File: src/hw/rtl/mbf_pkg.sv
`timescale 1ns / 1ps

package mbf_pkg;

    // Frame constants
    localparam int unsigned FRAME_LEN = 8;
    localparam logic [7:0]  WRITE_FN  = 8'h06;
    localparam logic [15:0] CRC_POLY  = 16'hA001;
    localparam logic [15:0] CRC_INIT  = 16'hFFFF;

    // Command codes
    localparam logic CMD_READ  = 1'b0;
    localparam logic CMD_WRITE = 1'b1;

    // Line count that selects the one-phase count
    localparam logic [7:0] LINE_ONE_PHASE = 8'd1;

    // Register indexes
    localparam logic [1:0] REG_READ_FN    = 2'd0;
    localparam logic [1:0] REG_READ_START = 2'd1;
    localparam logic [1:0] REG_ONE_PHASE  = 2'd2;
    localparam logic [1:0] REG_THREE_PHASE = 2'd3;

    // Byte positions within the frame
    localparam logic [2:0] BYTE_DEV     = 3'd0;
    localparam logic [2:0] BYTE_FN      = 3'd1;
    localparam logic [2:0] BYTE_REG_HI  = 3'd2;
    localparam logic [2:0] BYTE_REG_LO  = 3'd3;
    localparam logic [2:0] BYTE_CNT_HI  = 3'd4;
    localparam logic [2:0] BYTE_CNT_LO  = 3'd5;
    localparam logic [2:0] BYTE_CRC_LO  = 3'd6;
    localparam logic [2:0] BYTE_CRC_HI  = 3'd7;

    // Configuration register set
    typedef struct packed {
        logic [7:0]  read_fn;
        logic [15:0] read_start;
        logic [15:0] one_phase;
        logic [15:0] three_phase;
    } cfg_t;

    // Classified frame header: the six bytes covered by the CRC
    typedef struct packed {
        logic [7:0]  dev;
        logic [7:0]  fn;
        logic [15:0] regaddr;
        logic [15:0] cnt;
    } hdr_t;

    // Queue head as seen by the serialiser
    typedef struct packed {
        logic valid;
        hdr_t hdr;
    } q_head_t;

    // One byte step of CRC-16/MODBUS
    function automatic logic [15:0] crc_byte(input logic [15:0] crc_in, input logic [7:0] b);
        logic [15:0] c;
        c = crc_in ^ {8'h00, b};
        for (int i = 0; i < 8; i++)
        begin
            if (c[0])
                c = (c >> 1) ^ CRC_POLY;
            else
                c = c >> 1;
        end
        return c;
    endfunction

endpackage

File: src/hw/rtl/mbf_regs.sv
`timescale 1ns / 1ps

module mbf_regs (
    input  logic          clk,
    input  logic          rst_n,
    input  logic          psel,
    input  logic          penable,
    input  logic          pwrite,
    input  logic [3:0]    paddr,
    input  logic [31:0]   pwdata,
    output logic [31:0]   prdata,
    output logic          pready,
    output mbf_pkg::cfg_t cfg
);
    import mbf_pkg::*;

    cfg_t       cfg_reg;
    logic       wr_en;
    logic [1:0] index;

    assign wr_en  = psel && penable && pwrite;
    assign index  = paddr[3:2];
    assign pready = 1'b1;
    assign cfg    = cfg_reg;

    // Write the addressed register on the access phase
    always_ff @(posedge clk or negedge rst_n)
    begin
        if (!rst_n)
        begin
            cfg_reg.read_fn     <= 8'd3;
            cfg_reg.read_start  <= 16'd0;
            cfg_reg.one_phase   <= 16'd0;
            cfg_reg.three_phase <= 16'd0;
        end
        else if (wr_en)
        begin
            case (index)
                REG_READ_FN:     cfg_reg.read_fn     <= pwdata[7:0];
                REG_READ_START:  cfg_reg.read_start  <= pwdata[15:0];
                REG_ONE_PHASE:   cfg_reg.one_phase   <= pwdata[15:0];
                REG_THREE_PHASE: cfg_reg.three_phase <= pwdata[15:0];
                default:         cfg_reg.read_fn     <= cfg_reg.read_fn;
            endcase
        end
    end

    // Return the addressed register, zero extended
    always_comb
    begin
        case (index)
            REG_READ_FN:     prdata = {24'd0, cfg_reg.read_fn};
            REG_READ_START:  prdata = {16'd0, cfg_reg.read_start};
            REG_ONE_PHASE:   prdata = {16'd0, cfg_reg.one_phase};
            REG_THREE_PHASE: prdata = {16'd0, cfg_reg.three_phase};
            default:         prdata = 32'd0;
        endcase
    end

endmodule

File: src/hw/rtl/mbf_front.sv
`timescale 1ns / 1ps

module mbf_front (
    input  logic          command,
    input  logic [7:0]    device_addr,
    input  logic [7:0]    line_count,
    input  logic [15:0]   reg_addr,
    input  logic [15:0]   reg_value,
    input  mbf_pkg::cfg_t cfg,
    output mbf_pkg::hdr_t hdr
);
    import mbf_pkg::*;

    // Classify the request and pick the header fields
    always_comb
    begin
        hdr.dev = device_addr;
        if (command == CMD_WRITE)
        begin
            hdr.fn      = WRITE_FN;
            hdr.regaddr = reg_addr;
            hdr.cnt     = reg_value;
        end
        else
        begin
            hdr.fn      = cfg.read_fn;
            hdr.regaddr = cfg.read_start;
            hdr.cnt     = (line_count == LINE_ONE_PHASE) ? cfg.one_phase : cfg.three_phase;
        end
    end

endmodule

File: src/hw/rtl/mbf_queue.sv
`timescale 1ns / 1ps

module mbf_queue (
    input  logic             clk,
    input  logic             rst_n,
    input  logic             push,
    input  mbf_pkg::hdr_t    push_hdr,
    output logic             full,
    input  logic             pop,
    output mbf_pkg::q_head_t head
);
    import mbf_pkg::*;

    hdr_t       entry_reg [2];
    logic [1:0] count_reg, count_next;
    logic       wr_ptr_reg, rd_ptr_reg;
    logic       do_push, do_pop;

    assign full       = (count_reg == 2'd2);
    assign do_push    = push && !full;
    assign do_pop     = pop && (count_reg != 2'd0);
    assign head.valid = (count_reg != 2'd0);
    assign head.hdr   = entry_reg[rd_ptr_reg];

    always_comb
    begin
        count_next = count_reg;
        if (do_push && !do_pop)
            count_next = count_reg + 2'd1;
        else if (do_pop && !do_push)
            count_next = count_reg - 2'd1;
    end

    // Advance pointers and fill level
    always_ff @(posedge clk or negedge rst_n)
    begin
        if (!rst_n)
        begin
            count_reg  <= 2'd0;
            wr_ptr_reg <= 1'b0;
            rd_ptr_reg <= 1'b0;
        end
        else
        begin
            count_reg <= count_next;
            if (do_push)
                wr_ptr_reg <= ~wr_ptr_reg;
            if (do_pop)
                rd_ptr_reg <= ~rd_ptr_reg;
        end
    end

    // Store the header
    always_ff @(posedge clk)
    begin
        if (do_push)
            entry_reg[wr_ptr_reg] <= push_hdr;
    end

endmodule

File: src/hw/rtl/mbf_back.sv
`timescale 1ns / 1ps

module mbf_back (
    input  logic             clk,
    input  logic             rst_n,
    input  mbf_pkg::q_head_t head,
    output logic             pop,
    output logic             frame_valid,
    input  logic             frame_ready,
    output logic [7:0]       frame_byte,
    output logic             last_byte
);
    import mbf_pkg::*;

    hdr_t        hdr_reg, hdr_next;
    logic [15:0] crc_reg, crc_next;
    logic [2:0]  idx_reg, idx_next;
    logic        busy_reg, busy_next;
    logic        valid_reg, valid_next;
    logic [7:0]  byte_reg, byte_next;
    logic        last_reg, last_next;
    logic        out_free, emit;

    assign out_free    = !valid_reg || frame_ready;
    assign emit        = out_free && (busy_reg || head.valid);
    assign pop         = out_free && !busy_reg && head.valid;
    assign frame_valid = valid_reg;
    assign frame_byte  = byte_reg;
    assign last_byte   = last_reg;

    // Pick the next byte and fold header bytes into the CRC
    always_comb
    begin
        hdr_next   = hdr_reg;
        crc_next   = crc_reg;
        idx_next   = idx_reg;
        busy_next  = busy_reg;
        byte_next  = byte_reg;
        last_next  = last_reg;
        valid_next = valid_reg && !frame_ready;
        if (emit)
        begin
            valid_next = 1'b1;
            last_next  = 1'b0;
            if (!busy_reg)
            begin
                // start a new frame straight from the queue head
                hdr_next  = head.hdr;
                byte_next = head.hdr.dev;
                crc_next  = crc_byte(CRC_INIT, head.hdr.dev);
                idx_next  = BYTE_FN;
                busy_next = 1'b1;
            end
            else
            begin
                case (idx_reg)
                    BYTE_DEV:    byte_next = hdr_reg.dev;
                    BYTE_FN:     byte_next = hdr_reg.fn;
                    BYTE_REG_HI: byte_next = hdr_reg.regaddr[15:8];
                    BYTE_REG_LO: byte_next = hdr_reg.regaddr[7:0];
                    BYTE_CNT_HI: byte_next = hdr_reg.cnt[15:8];
                    BYTE_CNT_LO: byte_next = hdr_reg.cnt[7:0];
                    BYTE_CRC_LO: byte_next = crc_reg[7:0];
                    BYTE_CRC_HI: byte_next = crc_reg[15:8];
                    default:     byte_next = 8'h00;
                endcase
                if (idx_reg < BYTE_CRC_LO)
                    crc_next = crc_byte(crc_reg, byte_next);
                idx_next = idx_reg + 3'd1;
                if (idx_reg == BYTE_CRC_HI)
                begin
                    last_next = 1'b1;
                    busy_next = 1'b0;
                end
            end
        end
    end

    // Hold control state
    always_ff @(posedge clk or negedge rst_n)
    begin
        if (!rst_n)
        begin
            busy_reg  <= 1'b0;
            valid_reg <= 1'b0;
            idx_reg   <= BYTE_DEV;
        end
        else
        begin
            busy_reg  <= busy_next;
            valid_reg <= valid_next;
            idx_reg   <= idx_next;
        end
    end

    // Hold payload
    always_ff @(posedge clk)
    begin
        hdr_reg  <= hdr_next;
        crc_reg  <= crc_next;
        byte_reg <= byte_next;
        last_reg <= last_next;
    end

endmodule

File: src/hw/rtl/modbus_rtu_request_framer_unit.sv
`timescale 1ns / 1ps

// Channel   Handshake                     Payload
// request   req_valid / req_ready         command, device_addr, line_count, reg_addr, reg_value
// frame     frame_valid / frame_ready     frame_byte, last_byte
// config    psel, penable, pwrite, pready paddr, pwdata, prdata
//
// Each request gives eight frame bytes, one per cycle while frame_ready is high; the
// one-byte-per-cycle serialiser and CRC finish a frame before taking the next request. When
// idle, an accepted request goes into the queue, then into the output register as the first
// byte. A two-entry queue takes requests while the serialiser is busy or the output stalls.
// Reset clears the queue, serialiser and output register; registers go to documented values.
module modbus_rtu_request_framer_unit (
    input  logic        clk,
    input  logic        rst_n,
    input  logic        psel,
    input  logic        penable,
    input  logic        pwrite,
    input  logic [3:0]  paddr,
    input  logic [31:0] pwdata,
    output logic [31:0] prdata,
    output logic        pready,
    input  logic        req_valid,
    output logic        req_ready,
    input  logic        command,
    input  logic [7:0]  device_addr,
    input  logic [7:0]  line_count,
    input  logic [15:0] reg_addr,
    input  logic [15:0] reg_value,
    output logic        frame_valid,
    input  logic        frame_ready,
    output logic [7:0]  frame_byte,
    output logic        last_byte
);
    import mbf_pkg::*;

    cfg_t    cfg;
    hdr_t    hdr;
    q_head_t head;
    logic    q_full;
    logic    pop;

    assign req_ready = !q_full;

    mbf_regs u_regs (
        .clk     (clk),
        .rst_n   (rst_n),
        .psel    (psel),
        .penable (penable),
        .pwrite  (pwrite),
        .paddr   (paddr),
        .pwdata  (pwdata),
        .prdata  (prdata),
        .pready  (pready),
        .cfg     (cfg)
    );

    mbf_front u_front (
        .command     (command),
        .device_addr (device_addr),
        .line_count  (line_count),
        .reg_addr    (reg_addr),
        .reg_value   (reg_value),
        .cfg         (cfg),
        .hdr         (hdr)
    );

    mbf_queue u_queue (
        .clk      (clk),
        .rst_n    (rst_n),
        .push     (req_valid),
        .push_hdr (hdr),
        .full     (q_full),
        .pop      (pop),
        .head     (head)
    );

    mbf_back u_back (
        .clk         (clk),
        .rst_n       (rst_n),
        .head        (head),
        .pop         (pop),
        .frame_valid (frame_valid),
        .frame_ready (frame_ready),
        .frame_byte  (frame_byte),
        .last_byte   (last_byte)
    );

endmodule

File: config.mk
export PLATFORM = sky130hd
export DESIGN_NAME = modbus_rtu_request_framer_unit
export DESIGN_NICKNAME = d
export VERILOG_FILES = /design/src/hw/rtl/mbf_pkg.sv /design/src/hw/rtl/mbf_regs.sv /design/src/hw/rtl/mbf_front.sv /design/src/hw/rtl/mbf_queue.sv /design/src/hw/rtl/mbf_back.sv /design/src/hw/rtl/modbus_rtu_request_framer_unit.sv
export SDC_FILE = /design/constraint.sdc
export NUM_CORES = 1
export LEC_CHECK = 0
export BUFFER_PORTS_ARGS = -buffer_cell sky130_fd_sc_hd__clkbuf_2
export CORE_UTILIZATION = 40
export DETAILED_ROUTE_END_ITERATION = 10
export MAX_ROUTING_LAYER = met4
export PLACE_DENSITY_LB_ADDON = 0.3
export SLEW_MARGIN = 25
export SYNTH_ARGS = -nofsm -noshare
export SYNTH_HDL_FRONTEND = slang
export SYNTH_HIERARCHICAL = 1
export SYNTH_SLANG_ARGS = --single-unit
File: constraint.sdc
create_clock -name clk -period 5.1 [get_ports clk]
set_input_delay 0.51 -clock clk [delete_from_list [all_inputs] [get_ports clk]]
set_output_delay 0.51 -clock clk [all_outputs]
set_load 0.1 [all_outputs]
# Word level (Yosys, flattened, before mapping)
# Memory sizes are Yosys's and may differ from the RTL's.
# Index checks and enable logic that the tools add are counted.
# totals
reg_bits	138
mem_bits_rw	96
out_inout_bits	44
inputBits	92
mem_count	1
wordCells	153
# memory_table
name	words	width	read_ports	rd_ports_with_merged_regs	wr	line	source
u_queue.entry_reg	2	48	1	0	1	mbf_queue.sv:14	hdr_t entry_reg [2];
# op_classes
n_addsub	3
bitwise_logic	21
magnitude_cmp	1
eq_ne	13
muxes	69
n_reduce_logical	28
# ops
cell	n
$mux 16	54
$pmux 32 s4	1
$pmux 8 s8	1
$not 2->3	16
$mux 40	1
$mux 8	3
$not 8->16	1
$xor 16x8->16	1
$eq 3x3->1 const B	4
$reduce_and 2->1	6
$logic_and 1x1->1	10
$eq 8x1->1 const B	1
$eq 2x2->1 const B	3
$eq 3x2->1 const B	2
$logic_not 1->1	6
$mux 1	6
$mux 2	2
$reduce_bool 2->1	2
$add 3x1->3 const B	1
$eq 3x1->1 const B	1
$logic_not 3->1	1
$lt 3x3->1 const B	1
$mux 3	1
$not 1->1	3
other kinds (6)	7

# Depth between registers and ports, before layout
# Gate-level depths: netlist of the first run.
# depth
word_depth	44
mapped_depth	15

# By module
# Netlist of the first run, hierarchy kept.
# modules_own_cells
mod	n_inst	cells_per_inst	seq_area_each_um2	area_each_um2
mbf_queue	1	168	2982.9	3707.3
mbf_back	1	243	2317.2	3562.2
mbf_regs	1	170	1403.8	2705.1
mbf_front	1	110	0.0	803.3
modbus_rtu_request_framer_unit	1	1	0.0	3.8

# Worst setup path before layout of the first run
# Ideal clock, no wire load.
# synth_timing
path_type	flip-flop to flip-flop
startpoint	register u_back.idx_reg[2]
endpoint	register u_back.crc_reg[0], data pin
t_arrival_ps	3785
path_stages_with_launch	16
required_time_ps	4846
slack_ps	1061
setup_ps	254
n_path_buf	5
path_cell_list	dfrtp_1 -> clkbuf_1 -> buf_1 -> inv_1 -> ha_1 -> buf_6 -> or4_4 -> buf_6 -> or2_0 -> buf_2 -> a31o_2 -> xor2_1 -> xnor2_2 -> xnor3_1 -> xnor2_1 -> a21o_1
# synth_via
elab_chain_len	37
elab_cells_between_ends	50
# synth_lines
element	line	source
start, declared	mbf_back.sv:17	logic [2:0] idx_reg, idx_next;
start signal, assigned	mbf_back.sv:92	idx_reg <= idx_next;
$eq 3x3->1, or another cell as far along	mbf_back.sv:56	case (idx_reg)
$pmux 8 s8 *	mbf_back.sv:56	
$mux 8 *	mbf_back.sv:45	if (!busy_reg)
$mux 8 *	mbf_back.sv:41	if (emit)
$xor 16x8->16 *	mbf_pkg.sv:59	c = crc_in ^ {8'h00, b};
$mux 16 *	mbf_pkg.sv:62	if (c[0])
$mux 16 *	mbf_back.sv:67	if (idx_reg < BYTE_CRC_LO)
$mux 16 *	mbf_back.sv:45	
[... 21 more ...]	--	
$not 2->3 (no source line) or $mux 16 (tied branches)	--	
$mux 16 *	mbf_pkg.sv:62	
$mux 16 *	mbf_back.sv:67	
$mux 16 *	mbf_back.sv:45	
$mux 16 *	mbf_back.sv:41	
$mux 16 *	mbf_pkg.sv:62	
$mux 16 *	mbf_back.sv:67	
$mux 16 *	mbf_back.sv:45	
end signal, assigned	mbf_back.sv:100	crc_reg <= crc_next;
end, declared	mbf_back.sv:16	logic [15:0] crc_reg, crc_next;
# Every way passes the cells marked *; elsewhere a longest branch is shown, timed or not. The select of a mux whose other input is x is not followed.
# A chain may end at the register's enable or synchronous reset.

# Worst setup path after layout of the first run
# layout_timing
startpoint	register u_back.idx_reg[0]
endpoint	register u_back.crc_reg[0], data pin
# Same word-level chain as after synthesis.

==> flow_summary.toml, run 1 <==
[die]
die_h_um = 166
io_pins = 136
die_w_um = 166
die-area_sq_um = 27600
coreArea_sq_um = 26300
initial_core_util_pct = 41.0
fp-row-count = 59

[drt]
routedWlPerCell_um = 19.1
wl_met2_um = 9510
ant_nets = 0
first_pass_iters = 8
drt_wl_total_um = 21700
remaining_drc_errors = 7
via_per_inst = 5.15
drt_iter0_drc = 374
wl_met3_um = 1120
vias = 5851
top_layer = "met4"
met1_length_um = 10500

[cts]
htreeDepth = 1
cts_max_path_buffers = 3
cts.sinks = 234
root_buffer = "clkbuf_16"
cts_tree = "yes"
insertion_delay_ns = 0.53
numCtsBuffers = 25
clk_pin_slew_ns = 0.06

[critical_path]
end_kind = "flip-flop"
crit_fanout = 9
worst_ep_required_time_ns = 5.38
start_kind = "flip-flop"
r2r_cells = 10
arrival_ns = 4.11
path_class = "reg2reg"

[timing]
period_minus_slack_ns = 3.83
hold_viol = 0
worst_slew_pin_slew_ns = 1.06
fmax_mhz = 261
setup_tns_ns = 0
max_slew_margin_pct = 29.1
rsz0062_at_grt = "no"
clock-skew-final_ns = 0.0124
layout_setup_ws_ns = 1.27
finalMaxSlewViolations = 0
fin_crit_sh_pct = 75.0
final-setup-viol-count = 0

[power_and_ir_drop]
clkPwrFrac_pct = 20.9
vdd.ir_drop.worst_mv = 0.496
p_leak_nw = 4.74
power_density_nw_per_um2 = 680
cellInternalPower_mw = 5.31
swShare_pct = 36.2
seq_power_share_pct = 36.7
pwr-share-comb_pct = 42.4
power_switching_mw = 3.01

[synth]
synth.avg_cell_area_sq_um = 15.6
ys_types = 58
seq_area_frac_synth_pct = 62.2
async_flop_share_pct = 27.8
synth_flop_cell = "edfxtp_1"
synthMostInstantiatedCell = "edfxtp_1"
synth_area_sq_um = 10800
synth_area_leaders = "edfxtp_1, dfrtp_1, mux2_2, mux2_4, buf_4"
netlist_instances = 692
ys_ff_latch = 234
synth-edff-count = 169
synth.top_cells.by_count = "edfxtp_1, mux2_2, dfrtp_1"
yosysTopAreaCell = "edfxtp_1"
ys_warn_count = 6
synth_top_area_share_pct = 47.1

[placed_design]
portBuffers = 100
routabilityCongestion = 0.881
pre_cts_ws_ns = 1.27
dp_hpwl_um = 14300

[global_route]
grt_overflow_total = 0
grt_max_degree = 73
antenna_found_initial = 0
grtUsageTotal_pct = 16.4
grt_pass1_wl_um = 34100
grt_pass1_vias = 6011

[final_layout]
fin_nets = 883
multi_input_area_sq_um = 3610
largest_reg_flops = 96
synthToLayoutAreaGrowth_pct = 13.5
antenna_cells = 0
drive_gt1_share_pct = 40.2
num-fill-cells = 2350
regArea_sq_um = 6710

[worst_hold_path]
hp-class = "in2reg"
hold_depth = 1

[job]
drv_cap = 0

[run_status]
violations = "design-rule violations"
status = "finished with violations"
layout by cell type (no fill, tap or decap), drive strengths merged, types with 3 or more instances in the layout:
master / netlist / routed
a21oi: 10 / 10
a222oi: 7 / 7
a22o: 13 / 13
a31o: 5 / 5
a41oi: 4 / 4
and2: 3 / 3
and3b: 3 / 3
buf: 50 / 13
clkbuf: 13 / 127
clkinv: 0 / 11
conb: 2 / 17
dfrtp: 63 / 63
edfxtp: 169 / 169
ha: 7 / 7
inv: 26 / 27
mux2: 140 / 140
mux2i: 5 / 5
mux4: 8 / 8
nand2: 33 / 33
nand2b: 7 / 7
nand4b: 16 / 16
nor2: 8 / 8
nor2b: 8 / 8
nor3: 8 / 8
o21ai: 6 / 6
o311ai: 16 / 16
or2: 4 / 4
xnor2: 24 / 24
xor2: 13 / 13
layer usage:
layer	GRT usage [%]	vias to the layer above
met4	5.12	0
li1	-	2758
met5	-	-
met3	2.26	41
met1	23.4	2849
met2	24.2	203
metrics by stage:
stage | hold WS (ns) | area [sq um] | std cells | power, mW | util (%)
floorplan | 0.214 | 10800 | 707 | 5.98 | -
global placement | 0.478 | 11400 | 1090 | 6.55 | 43.4
detailed placement | 0.481 | 11400 | 1090 | 6.63 | 43.4
CTS | 0.157 | 12200 | 1134 | 8.38 | 46.4
global route | 0.162 | 12200 | 1136 | 8.74 | 46.6
finish | 0.176 | 12200 | 1136 | 8.32 | 46.6
power groups by stage:
stage	Sequential [mW]	Combinational (mW)	Clock [mW]
3_5_place_dp	3.09	3.54	0
5_1_grt	3.11	3.79	1.84
3_3_place_gp	3.08	3.47	0
4_1_cts	3.06	3.55	1.78
2_1_floorplan	3.26	2.72	0
6_report	3.05	3.53	1.74
timing repair:
action | CTS | global route
hold buffers | 0 | 1
endpoints found under the hold margin | 0 | 16
setup buffers | 0 | 0
resized for setup | 0 | 0
cells by family after synthesis:
kind of cell,Yosys count,synth area share (%)
AO/OA/AOI/OAI,69,5.04
AND/OR/NAND/NOR,100,5.98
flip-flops,234,62.2
other,2,0.0697
XOR/XNOR,38,3.49
multiplexers,153,17.5
adder cells (fa/ha/maj),7,0.812
buffers and inverters,89,4.98
worst max-delay path, stage by stage, from the launching register on:
cell	delay, ns
dfrtp_1	0.41
ha_1	0.24
ha_1	0.30
or4_4	0.64
or2_0	0.39
a31o_2	0.30
xor2_1	0.29
xnor2_2	0.17
xnor3_1	0.50
xnor2_1	0.17
a21o_1	0.18
final cells by class:
class,count,share of cell area [%]
timing repair buffer,113,5.07
sequential,234,54.8
inverter,26,0.798
multi-input combinational,384,29.5
clock buffer,28,5.21
clock inverter,16,1.21
tap,335,3.43
final timing paths:
check                                           from                  endpoint  slack, ns
worst min-delay path                  device_addr[6]  u_queue/entry_reg[0][46]       0.18
worst min register to register  u_queue/count_reg[1]      u_queue/count_reg[1]       0.49
max in group asynchronous                      rst_n            u_regs/cfg[49]       4.02
worst max-delay path               u_back/idx_reg[0]         u_back/crc_reg[0]       1.27
min in group asynchronous                      rst_n            u_regs/cfg[41]       0.47
worst max register to register     u_back/idx_reg[0]         u_back/crc_reg[0]       1.27
No activity file was read; power rests on OpenSTA's default activity.
==> run 2: changes to the inputs <==
==> constraint.sdc (replaced) <==
create_clock -name clk -period 3.23 [get_ports clk]
set_input_delay 0.323 -clock clk [delete_from_list [all_inputs] [get_ports clk]]
set_output_delay 0.323 -clock clk [all_outputs]
set_load 0.1 [all_outputs]
==> run 2 against run 1 <==
Compared with the run above:
- the run ends with design-rule violations, negative setup slack left
- flip-flop and latch count stayed put
- first-iteration DRC count grew 5.1%
- design area rose by 4.6%
- combinational power rose by 81%
- critical endpoint unchanged
- sequential share of layout area down 2.4 points
- sequential power grew 60%
- clock skew rose by 0.012 ns
- core utilization increased by 2.1 points
- critical path type unchanged
- largest cell class unchanged
- clock power increased by 72%
- highest routed layer unchanged
==> flow_summary.toml, run 2 (synthesis results as in run 1) <==
[critical_path]
worst_ep_required_time_ns = 3.51
r2r_start = "u_back/idx_reg[1]"
crit_start = "u_back/idx_reg[1]"
start_kind = "flip-flop"
arrival_ns = 3.57
path_class = "reg2reg"
end_kind = "flip-flop"
crit_fanout = 4

[die]
fp-row-count = 59
initial_core_util_pct = 41.0
die-area_sq_um = 27600
die_w_um = 166
coreArea_sq_um = 26300
die_h_um = 166
io_pins = 136

[global_route]
grtUsageTotal_pct = 17.3
grt_pass1_vias = 6222
grt_overflow_total = 0
grt_max_degree = 50
antenna_found_initial = 0
grt_pass1_wl_um = 35900

[cts]
cts_tree = "yes"
cts_max_path_buffers = 3
cts.sinks = 234
root_buffer = "clkbuf_16"
numCtsBuffers = 26
htreeDepth = 1
insertion_delay_ns = 0.54
clk_pin_slew_ns = 0.06

[final_layout]
synthToLayoutAreaGrowth_pct = 18.7
layout_commonest_cell = "edfxtp_1"
drive_gt1_share_pct = 44.9
final_cell_mix = "edfxtp_1, mux2_2, clkbuf_2, dfrtp_1, buf_4"
antenna_cells = 0
fin_nets = 928
largest_reg_flops = 96

[drt]
drt_iter0_drc = 393
remaining_drc_errors = 7
first_pass_iters = 11
via_per_inst = 5.13
vias = 6068
ant_nets = 0
drt_wl_total_um = 22900
routedWlPerCell_um = 19.4

[power_and_ir_drop]
p_leak_nw = 5.02
vdd.ir_drop.worst_mv = 0.828
power_density_nw_per_um2 = 1110

[worst_hold_path]
worstHoldStart = "pwdata[14]"
hp-class = "in2reg"

[run_status]
violations = "design-rule violations, negative setup slack"
status = "finished with violations"

[timing]
fmax_mhz = 304
finalMaxSlewViolations = 0
setup_tns_ns = -0.0909
worst_slew_pin_slew_ns = 0.902
hold_viol = 0
final-setup-viol-count = 3
period_minus_slack_ns = 3.29
fin_crit_sh_pct = 102
max_slew_margin_pct = 39.9
layout_setup_ws_ns = -0.0580
rsz0062_at_grt = "yes"
clock-skew-final_ns = 0.0248

[placed_design]
portBuffers = 100
dp_hpwl_um = 15300
routabilityCongestion = 0.826
pre_cts_ws_ns = -0.146

[job]
drv_cap = 0
run 2: what timing repair did:
| item | 4_1_cts | 5_1_grt |
|---|---|---|
| setup buffers | 3 | 1 |
| pin swaps | 7 | 3 |
| gates resized for setup | 12 | 3 |
| hold buffers | 9 | 0 |
| setup endpoints to repair | 3 | 3 |
| cloned | 0 | 0 |
| endpoints found under the hold margin | 37 | 0 |
run 2: path summary, 6_finish.rpt:
kind	depth (start not counted)	end	slack [ns]
max reg2reg	12	u_back/crc_reg[0]	-0.06
min reg2reg	1	u_queue/count_reg[1]	0.49
min	2	u_regs/cfg[14]	0.03
min in group asynchronous	2	u_regs/cfg[43]	0.30
max in group asynchronous	3	u_queue/rd_ptr_reg	2.08
max	12	u_back/crc_reg[0]	-0.06
run 2: per-layer routing:
layer | GRT usage (%) | routed length (um) | vias to the layer above
li1 | - | - | 2840
met5 | - | 0 | -
met1 | 24.0 | 10900 | 3002
met2 | 27.4 | 10600 | 204
met3 | 2.36 | 1120 | 22
met4 | 2.80 | 258 | 0
run 2: power by group:
group / total [mW] / switching (mW) / leakage, nW / internal, mW
Sequential: 4.88 / 0.437 / 2.36 / 4.44
Clock: 3.00 / 1.22 / 0.428 / 1.78
Combinational: 6.39 / 3.38 / 2.23 / 3.00
run 2: area by class of cell:
| type | count | area [sq um] |
|---|---|---|
| Fill cell | 2260 | 13500 |
| Tap cell | 335 | 419 |
| Timing Repair Buffer | 157 | 962 |
| Clock inverter | 16 | 190 |
| Inverter | 26 | 97.6 |
| Multi-Input combinational cell | 384 | 3730 |
| Clock buffer | 31 | 689 |
| Sequential cell | 234 | 6710 |
run 2: critical path, stage by stage, from the launching register on:
cell and delay (ns):
dfrtp_1 0.43, ha_4 0.19, ha_4 0.16, or4_4 0.51, or2_4 0.29, buf_6 0.14
buf_6 0.12, a31o_4 0.25, xor2_4 0.16, xnor2_2 0.18, xnor3_2 0.32, xnor2_1 0.15
a21o_1 0.15
run 2: through the flow:
stage          util [%]  std cells  hold slack, ns  instance area [sq um]  total power [mW]
3_3_place_gp       44.6       1123           0.335                  11700              11.0
2_1_floorplan         -        707          0.0274                  10900              9.54
6_report           48.7       1183          0.0282                  12800              14.3
3_5_place_dp       44.6       1123           0.333                  11700              11.1
5_1_grt            48.7       1183          0.0247                  12800              15.0
4_1_cts            48.6       1182          0.0201                  12800              14.3
==> run 3: changes to the inputs <==
--- a/config.mk
+++ b/config.mk
@@ -8,10 +8,10 @@
 export BUFFER_PORTS_ARGS = -buffer_cell sky130_fd_sc_hd__clkbuf_2
 export CORE_UTILIZATION = 40
 export DETAILED_ROUTE_END_ITERATION = 10
+export GPL_TIMING_DRIVEN = 0
 export MAX_ROUTING_LAYER = met4
 export PLACE_DENSITY_LB_ADDON = 0.3
 export SLEW_MARGIN = 25
 export SYNTH_ARGS = -nofsm -noshare
 export SYNTH_HDL_FRONTEND = slang
-export SYNTH_HIERARCHICAL = 1
 export SYNTH_SLANG_ARGS = --single-unit
==> run 3 against run 2 <==
Compared with the run above:
- the flow finishes with violations (negative setup slack)
- clock power fell by 4%
- first-iteration DRC count decreased by 26%
- largest cell class unchanged
- highest routed layer unchanged
- sequential power about the same
- critical path depth fell by 1
- flip-flop and latch count unchanged
- non-clock buffer count rose by 23
- wire length decreased by 0.24%
- largest power group unchanged
- clock skew decreased by 0.013 ns
==> flow_summary.toml, run 3 <==
[run_status]
status = "finished with violations"
violations = "negative setup slack"

[synth]
netlist_instances = 670
seq_area_frac_synth_pct = 64.3
synthMostInstantiatedCell = "edfxtp_1"
synth.top_cells.by_count = "edfxtp_1, mux2_2, dfrtp_1"
ys_types = 47
synth-edff-count = 169
synth_flop_cell = "edfxtp_1"
synth.avg_cell_area_sq_um = 15.6
ys_warn_count = 0
synth_top_area_share_pct = 48.7
async_flop_share_pct = 27.8
yosysTopAreaCell = "edfxtp_1"
synth_area_sq_um = 10400
ys_ff_latch = 234
synth_area_leaders = "edfxtp_1, dfrtp_1, mux2_2, mux2i_1, xnor2_1"

[drt]
vias = 6006
routedWlPerCell_um = 19.2
drt_wl_total_um = 22800
drt_iter0_drc = 290
remaining_drc_errors = 0
ant_nets = 0
first_pass_iters = 4
via_per_inst = 5.04

[critical_path]
cp_slowest_cell = "or4_4"
crit_start = "u_back.idx_reg[1]"
max_stage_delay_ns = 0.54
crit_chain = "ha_4 -> ha_4 -> or4_4 -> or2_4 -> buf_12 -> a31oi_4 -> xnor2_4 -> xnor3_1 -> xor3_2 -> xnor3_1 -> a21o_1"
end_kind = "flip-flop"
r2r_start = "u_back.idx_reg[1]"
crit_fanout = 8
start_kind = "flip-flop"
arrival_ns = 3.69
path_class = "reg2reg"
worst_ep_required_time_ns = 3.50

[cts]
root_buffer = "clkbuf_16"
insertion_delay_ns = 0.53
cts_max_path_buffers = 3
cts.sinks = 234
htreeDepth = 1
numCtsBuffers = 26
clk_pin_slew_ns = 0.06
cts_tree = "yes"

[final_layout]
final_cell_mix = "edfxtp_1, mux2_2, clkbuf_2, dfrtp_1, nand2_1"
largest_reg_flops = 96
finish.utilization_pct = 50.7
antenna_cells = 0
fin_nets = 941
drive_gt1_share_pct = 44.6
synthToLayoutAreaGrowth_pct = 23.7
layout.cells.non_filler = 1191
num-fill-cells = 2182
layout_commonest_cell = "edfxtp_1"
stdcell_area_sq_um = 12900

[global_route]
grtUsageTotal_pct = 18.1
grt_overflow_total = 0
grt_max_degree = 41
grt_pass1_wl_um = 35300
antenna_found_initial = 0
grt_pass1_vias = 6087

[timing]
rsz0062_at_grt = "yes"
setup_tns_ns = -0.442
max_slew_margin_pct = 46.2
finalMaxSlewViolations = 0
clock-skew-final_ns = 0.0121
final-setup-viol-count = 3
fmax_mhz = 293
period_minus_slack_ns = 3.41
fin_crit_sh_pct = 106
worst_slew_pin_slew_ns = 0.807
layout_setup_ws_ns = -0.184
hold_viol = 0

[placed_design]
routabilityCongestion = 0.843
place_area_sq_um = 11700
portBuffers = 99
dp_hpwl_um = 16000
dp.cells = 1121

[job]
drv_cap = 0

[die]
initial_core_util_pct = 41.0
fp-row-count = 58
coreArea_sq_um = 25400
io_pins = 136
die_h_um = 163
die_w_um = 163
die-area_sq_um = 26700

[power_and_ir_drop]
vdd.ir_drop.worst_mv = 1.08
power_mw = 14.7
power_density_nw_per_um2 = 1140
p_leak_nw = 5.13

[worst_hold_path]
hp-class = "in2reg"
worstHoldStart = "pwdata[15]"
-- run 3: where the power goes --
| group | switching [mW] | internal (mW) | leakage, nW |
|---|---|---|---|
| logic | 3.66 | 3.26 | 2.36 |
| clock network | 1.17 | 1.72 | 0.410 |
| registers | 0.389 | 4.48 | 2.37 |
-- run 3: per-stage QoR --
step / hold slack (ns) / setup WS [ns]
3_3_place_gp: 0.494 / -0.679
5_1_grt: 0.0429 / -0.268
2_1_floorplan: 0.0274 / -0.422
3_5_place_dp: 0.348 / -0.706
6_report: 0.0544 / -0.184
4_1_cts: 0.0364 / -0.166
-- run 3: kinds of logic after synthesis --
group | count (synthesis) | share of synthesized area, %
other cells | 2 | 0.0721
mux | 170 | 18.9
simple gates | 84 | 3.90
flops | 234 | 64.3
fa+ha+maj | 7 | 0.841
buf+inv | 64 | 3.30
compound gates | 72 | 4.94
xor+xnor | 37 | 3.67
-- run 3: timing repair --
item                                    in CTS  in global routing
endpoints found under the setup margin       4                  3
setup buffers                               11                  5
resized for setup                           12                 22
endpoints found under the hold margin       47                  0
pin swaps                                    7                 10
hold buffers                                 9                  0
-- run 3: area by class of cell --
type / count / area (sq um) / share of cell area, %
inverters: 13 / 56.3 / 0.437
repair buffers: 131 / 865 / 6.71
plain buffers: 49 / 305 / 2.37
clock buffers: 31 / 669 / 5.19
clock inverters: 16 / 169 / 1.31
multi-input cells: 387 / 3700 / 28.7
well taps: 330 / 413 / 3.20
flip-flops and latches: 234 / 6710 / 52.0
-- run 3: layer usage --
layer,part of all wire [%],global-route usage (%),wire [um],vias to the layer above
met2,46,28.0,10600,163
met5,0,-,0,-
met3,4.3,2.23,979,31
met4,1.9,4.12,433,0
met1,48,25.5,10900,2984
li1,-,-,-,2828
-- run 3: worst max-delay path, delay by kind of cell, from the launching register on --
family | cells | cell delay, ns
buffers and inverters | 1 | 0.15
DFF | 1 | 0.43
adders and majority gates | 2 | 0.36
xor gates and xnor gates | 4 | 0.98
and+or+nand+nor | 2 | 0.82
AOI/OAI and AO/OA | 2 | 0.43
-- run 3: worst paths after layout --
kind | cells after the start | slack, ns | to
setup / recovery | 11 | -0.18 | u_back.crc_reg[0]
hold / removal | 2 | 0.05 | u_regs.cfg[15]
setup reg to reg | 11 | -0.18 | u_back.crc_reg[0]
hold reg to reg | 1 | 0.53 | u_regs.cfg[55]
max in group asynchronous | 3 | 2.25 | u_regs.cfg[48]
min in group asynchronous | 2 | 0.33 | u_regs.cfg[25]
